## config.mk

```make
export PLATFORM = sky130hd
export DESIGN_NAME = int_to_decimal_ascii
export DESIGN_NICKNAME = d
export VERILOG_FILES = /design/src/itda_pkg.sv /design/src/itda_serial.sv /design/src/int_to_decimal_ascii.sv
export SDC_FILE = /design/constraint.sdc
export NUM_CORES = 1
export LEC_CHECK = 0
export BUFFER_PORTS_ARGS = -buffer_cell sky130_fd_sc_hd__clkbuf_2
export CAP_MARGIN = 10
export CORE_MARGIN = 5
export CORE_UTILIZATION = 66
export DETAILED_ROUTE_END_ITERATION = 16
export PLACE_DENSITY_LB_ADDON = 0.1
export SYNTH_ARGS = -nofsm -noshare
export SYNTH_HDL_FRONTEND = slang
export SYNTH_HIERARCHICAL = 1
export SYNTH_SLANG_ARGS = --single-unit
```

## constraint.sdc

```tcl
create_clock -name clk -period 9.6 [get_ports clk]
set_input_delay 1.92 -clock clk [delete_from_list [all_inputs] [get_ports clk]]
set_output_delay 1.92 -clock clk [all_outputs]
set_load 0.01 [all_outputs]
```

## src/itda_pkg.sv

```systemverilog
package itda_pkg;

	localparam int BIN_W = 31;
	localparam int BCD_DIGITS = 10;
	localparam int BCD_W = 4 * BCD_DIGITS;
	localparam int ACC_W = BCD_W + BIN_W;
	localparam int STAGE_STEPS = 8;
	localparam int LAST_STEPS = BIN_W - 3 * STAGE_STEPS;
	localparam int CHAR_W = 6;
	localparam logic [CHAR_W-1:0] ASCII_ZERO = 6'd48;

	typedef logic [ACC_W-1:0] acc_t;
	typedef logic [3:0] digit_t;

	// shift-add-3 binary to BCD: BCD digits sit above the binary bits
	function automatic acc_t dabble(input acc_t acc, input int steps);
		acc_t a;
		a = acc;
		for (int s = 0; s < STAGE_STEPS; s++) begin
			if (s < steps) begin
				for (int d = 0; d < BCD_DIGITS; d++) begin
					if (a[BIN_W + 4*d +: 4] >= 4'd5) begin
						a[BIN_W + 4*d +: 4] = a[BIN_W + 4*d +: 4] + 4'd3;
					end
				end
				a = a << 1;
			end
		end
		return a;
	endfunction

endpackage

```

## src/itda_serial.sv

```systemverilog
module itda_serial #(
	parameter int LIMIT = 10,
	parameter int IDX_W = 4
) (
	input  logic                            clk,
	input  logic                            arst_n,
	input  logic                            load_valid,
	output logic                            load_ready,
	input  logic [4*LIMIT-1:0]              load_digits,
	input  logic [IDX_W-1:0]                load_top,
	output logic                            digit_valid,
	input  logic                            digit_ready,
	output logic [itda_pkg::CHAR_W-1:0]     digit_char,
	output logic                            last
);

	logic                 busy_q;
	logic [IDX_W-1:0]     idx_q;
	itda_pkg::digit_t     digits_q [LIMIT];
	logic                 out_xfer;
	logic                 load_xfer;

	assign last        = (idx_q == '0);
	assign digit_valid = busy_q;
	assign out_xfer    = busy_q && digit_ready;
	assign load_ready  = !busy_q || (digit_ready && last);
	assign load_xfer   = load_valid && load_ready;
	assign digit_char  = itda_pkg::ASCII_ZERO + {2'b00, digits_q[idx_q]};

	always_ff @(posedge clk or negedge arst_n) begin
		if (!arst_n) begin
			busy_q <= 1'b0;
			idx_q  <= '0;
		end else if (load_xfer) begin
			busy_q <= 1'b1;
			idx_q  <= load_top;
		end else if (out_xfer) begin
			if (last) begin
				busy_q <= 1'b0;
			end else begin
				idx_q <= idx_q - 1'b1;
			end
		end
	end

	always_ff @(posedge clk) begin
		if (load_xfer) begin
			for (int i = 0; i < LIMIT; i++) begin
				digits_q[i] <= load_digits[4*i +: 4];
			end
		end
	end

endmodule

```

## src/int_to_decimal_ascii.sv

```systemverilog
// Binary to decimal ASCII converter.
// Input channel: value (31 bits) with value_valid / value_ready. One number
// is taken per transfer.
// Output channel: digit_char (ASCII '0'..'9') and last, with digit_valid /
// digit_ready. Each number yields its digits most significant first, no
// leading zeros; last marks the least significant digit. Numbers with more
// than MAX_DIGITS digits (capped at 10) give their low MAX_DIGITS digits.
// Each number passes through four shift-add-3 stages, one digit count
// stage, then the character serializer.
// Throughput: one character per cycle on the output port while digit_ready
// is high; the serializer is the limit, and the five pipeline stages keep
// up to five more numbers queued behind it.
// Reset clears all valid bits; nothing is in flight afterwards.
// When the receiver stalls, the current character holds and the pipeline
// fills behind it, then drops value_ready; nothing is lost or repeated.
module int_to_decimal_ascii #(
	parameter int MAX_DIGITS = 10
) (
	input  logic                            clk,
	input  logic                            arst_n,
	input  logic                            value_valid,
	output logic                            value_ready,
	input  logic [itda_pkg::BIN_W-1:0]      value,
	output logic                            digit_valid,
	input  logic                            digit_ready,
	output logic [itda_pkg::CHAR_W-1:0]     digit_char,
	output logic                            last
);

	localparam int LIMIT = (MAX_DIGITS > itda_pkg::BCD_DIGITS) ? itda_pkg::BCD_DIGITS :
		((MAX_DIGITS < 1) ? 1 : MAX_DIGITS);
	localparam int IDX_W = (LIMIT > 1) ? $clog2(LIMIT) : 1;

	logic v_s1, v_s2, v_s3, v_s4, v_s5;
	logic rdy1, rdy2, rdy3, rdy4, rdy5;
	logic ser_ready;
	itda_pkg::acc_t acc_s1, acc_s2, acc_s3, acc_s4;
	logic [4*LIMIT-1:0] digits_s5;
	logic [IDX_W-1:0]   top_s5;
	logic [IDX_W-1:0]   top_d;

	assign rdy5 = !v_s5 || ser_ready;
	assign rdy4 = !v_s4 || rdy5;
	assign rdy3 = !v_s3 || rdy4;
	assign rdy2 = !v_s2 || rdy3;
	assign rdy1 = !v_s1 || rdy2;
	assign value_ready = rdy1;

	// index of the most significant digit to print
	always_comb begin
		top_d = '0;
		for (int i = 0; i < itda_pkg::BCD_DIGITS; i++) begin
			if (acc_s4[itda_pkg::BIN_W + 4*i +: 4] != 4'd0) begin
				top_d = (i >= LIMIT) ? IDX_W'(LIMIT - 1) : IDX_W'(i);
			end
		end
	end

	always_ff @(posedge clk or negedge arst_n) begin
		if (!arst_n) begin
			v_s1 <= 1'b0;
			v_s2 <= 1'b0;
			v_s3 <= 1'b0;
			v_s4 <= 1'b0;
			v_s5 <= 1'b0;
		end else begin
			if (rdy1) v_s1 <= value_valid;
			if (rdy2) v_s2 <= v_s1;
			if (rdy3) v_s3 <= v_s2;
			if (rdy4) v_s4 <= v_s3;
			if (rdy5) v_s5 <= v_s4;
		end
	end

	always_ff @(posedge clk) begin
		if (rdy1 && value_valid) begin
			acc_s1 <= itda_pkg::dabble({{itda_pkg::BCD_W{1'b0}}, value},
				itda_pkg::STAGE_STEPS);
		end
		if (rdy2 && v_s1) begin
			acc_s2 <= itda_pkg::dabble(acc_s1, itda_pkg::STAGE_STEPS);
		end
		if (rdy3 && v_s2) begin
			acc_s3 <= itda_pkg::dabble(acc_s2, itda_pkg::STAGE_STEPS);
		end
		if (rdy4 && v_s3) begin
			acc_s4 <= itda_pkg::dabble(acc_s3, itda_pkg::LAST_STEPS);
		end
		if (rdy5 && v_s4) begin
			digits_s5 <= acc_s4[itda_pkg::BIN_W +: 4*LIMIT];
			top_s5    <= top_d;
		end
	end

	itda_serial #(
		.LIMIT (LIMIT),
		.IDX_W (IDX_W)
	) u_serial (
		.clk         (clk),
		.arst_n      (arst_n),
		.load_valid  (v_s5),
		.load_ready  (ser_ready),
		.load_digits (digits_s5),
		.load_top    (top_s5),
		.digit_valid (digit_valid),
		.digit_ready (digit_ready),
		.digit_char  (digit_char),
		.last        (last)
	);

endmodule
```

==> impl_metrics.py <==
metrics = {
    "worst_setup_path": {
        "critPathRequiredTime_ps": 9960,
        "worst-r2r-cell-count": 36,
        "slowest_stage": "edfxtp_1",
        "r2r-end": "acc_s3[51]",
        "crit_start": "acc_s2[35]",
        "startpoint_type": "flip-flop",
        "rrSetupSlack_ps": 990,
        "cp_max_fo": 14,
        "max_stage_delay_ps": 490,
        "reg2reg_from": "acc_s2[35]",
        "setup.worst_path.end_class": "flip-flop",
        "path_class": "reg -> reg",
        "crit_arrival_ps": 8970,
        "cp_common_cell": "ha_1",
    },
    "synthesis": {
        "syn_avg_cell_area_um2": 8.69,
        "synth.most_common_cell": "inv_1",
        "synth_common_cells": "inv_1, nor2_1, edfxtp_1",
        "synth.largest_area_cell": "edfxtp_1",
        "synth-seq-cells": 241,
        "synth_top_area_share_pct": 27.2,
        "ys_async_sr_fraction_pct": 4.15,
        "synth_edf_count": 231,
        "seq_area_frac_synth_pct": 28.2,
        "yosysWarnings": 6,
        "synth.distinct_cells": 126,
        "synth_flop_cell": "edfxtp_1",
        "syn_area_mm2": 0.0255,
        "syn_inst": 2932,
        "synth_top_cells_by_area": "edfxtp_1, ha_1, mux2i_1",
    },
    "die": {
        "die-width_um": 206,
        "die_h_um": 206,
        "fp.dieArea_mm2": 0.0426,
        "start_util_pct": 66.2,
        "coreArea_mm2": 0.0385,
        "ios": 44,
        "row_count": 72,
    },
    "routing": {
        "routed_wl_um": 52200,
        "vias": 21600,
        "ant_nets": 0,
        "post-route-drc-count": 0,
        "drt-pass1-iter-count": 5,
        "routedWlPerCell_um": 15.0,
        "via_per_inst": 6.22,
        "drt_iter0_markers": 1255,
    },
    "cells_and_area": {
        "diodes": 0,
        "drive_gt1_share_pct": 9.25,
        "nNetsFinal": 3169,
        "instances_no_fill": 3470,
        "num-fill-cells": 2966,
        "syn_to_final_growth_pct": 5.68,
    },
    "cts": {
        "clock-sinks": 241,
        "cts_hold_buffers": 0,
        "cts_tree": "built",
        "cts-root-buf": "clkbuf_16",
        "clk_latency_ps": 580,
        "post-cts-setup-buffers": 0,
        "numCtsBuffers": 28,
        "clk_pin_slew_worst_paths_ps": 60,
        "cts_resized": 0,
        "cts_max_level": 1,
        "cts_max_path_buffers": 3,
    },
    "global_route": {
        "grt_pass1_wl_um": 89400,
        "grt_max_degree": 45,
        "track_usage_pct": 23.8,
        "grt_pass1_vias": 20300,
        "grt_overflow_total": 0,
        "antenna_found_initial": 0,
    },
    "placed_design": {
        "gp_congestion": 0.875,
        "dp_cells": 3418,
        "post-dp-hpwl_um": 39600,
        "portBuffers": 41,
    },
    "sta": {
        "setup_tns_ps": 0,
        "rsz0062_at_grt": "false",
        "setup_viol": 0,
        "max_slew_margin_pct": 17.8,
        "tightest_slew_ps": 1230,
        "min_period_ps": 8610,
        "finalHoldViolations": 0,
        "clock_skew_ps": 15.0,
        "drv_slew": 0,
        "fin_crit_sh_pct": 89.7,
        "max_freq_ghz": 0.116,
    },
    "min_path": {
        "hold_end": "acc_s3[26]",
        "hp-class": "reg -> reg",
        "hold_start": "acc_s2[18]",
        "holdPathStages": 0,
    },
    "status": {
        "status": "complete, no violations",
    },
    "flow_run": {
        "drv_cap": 0,
    },
}
-- kinds of logic after synthesis --
| family | count (synthesis) | share of synthesized area, % |
|---|---|---|
| AO/OA/AOI/OAI | 895 | 24.3 |
| XOR/XNOR | 124 | 4.55 |
| flip-flops | 241 | 28.2 |
| AND/OR/NAND/NOR | 905 | 17.8 |
| multiplexers | 229 | 9.81 |
| adder cells (fa/ha/maj) | 208 | 10.2 |
| other | 1 | 0.0147 |
| buffers and inverters | 329 | 5.15 |
-- sequential cells by signal, indices dropped and copies added (netlist names), 4 cells and up --
register and count:
digits_s5 40, acc_s3 38, acc_s4 40, acc_s1 33, u_serial/digits_q 40, acc_s2 36, u_serial/idx_q 4, top_s5 4
-- routing by layer --
layer	vias to the layer above	GRT usage (%)	wire (um)
met5	-	0	0
met4	0	5.39	920
met3	75	2.02	1600
met2	415	44.4	26400
met1	10200	29.9	23200
li1	10900	-	-
-- critical path, delay by kind of cell (launching register included) --
kind                       cells  cell delay [ps]
AOI/OAI and AO/OA             14             2750
xor gates and xnor gates       1              450
adders and majority gates      6             1450
buffers and inverters          4              630
DFF                            1              490
muxes                          1              280
and+or+nand+nor               10             2310
-- cell usage in the layout (no fill, tap or decap), types with 12 or more instances in the layout --
cell type / count
inv_1: 242
nor2_1: 233
edfxtp_1: 231
nand2_1: 213
ha_1: 204
a21oi_1: 198
o21ai_0: 194
mux2i_1: 152
xnor2_1: 96
nand2b_1: 82
mux2_2: 66
nor3_1: 64
nor2b_1: 62
nand3_1: 58
o211ai_1: 46
clkbuf_2: 41
a211oi_1: 32
a31oi_1: 31
a21o_1: 29
and2_1: 28
clkbuf_16: 28
o21a_1: 27
o22ai_1: 27
o21ai_1: 26
or3_1: 24
xor2_1: 20
nor3b_1: 19
or2_2: 19
and3_1: 18
o31ai_1: 18
a21boi_0: 17
o21bai_1: 16
or4_1: 12
o221ai_1: 12
nor4_1: 12
-- area by class of cell --
type / count / area, um2 / share of cell area, %
clock buffer: 30 / 708 / 2.63
clock inverter: 22 / 195 / 0.725
inverter: 248 / 931 / 3.46
multi-input combinational: 2363 / 17000 / 63.1
sequential: 241 / 7190 / 26.7
tap: 518 / 648 / 2.41
timing repair buffer: 48 / 258 / 0.957
-- stage by stage --
| step | setup slack [ps] | hold slack, ps | utilization (%) | instance area (um2) |
|---|---|---|---|---|
| floorplan | 2060 | 400 | - | 25500 |
| global placement | 1060 | 401 | 67.6 | 26000 |
| detailed placement | 777 | 405 | 67.6 | 26000 |
| CTS | 761 | 419 | 70.0 | 26900 |
| global route | 171 | 421 | 70.0 | 26900 |
| finish | 987 | 418 | 70.0 | 26900 |
-- how the worst max path moves through the flow --
stage                      end  slack [ps]  cells after the start
finish              acc_s3[51]         990                     36
global route        acc_s3[51]         170                     36
CTS                 acc_s3[51]         760                     36
detailed placement  acc_s3[51]         780                     36
global placement    acc_s3[51]        1060                     36
floorplan           acc_s3[48]        2060                     38
Power is left out: the tool's default activity adds up to more than one toggle a clock period on the data nets, which glitch-free logic cannot reach.
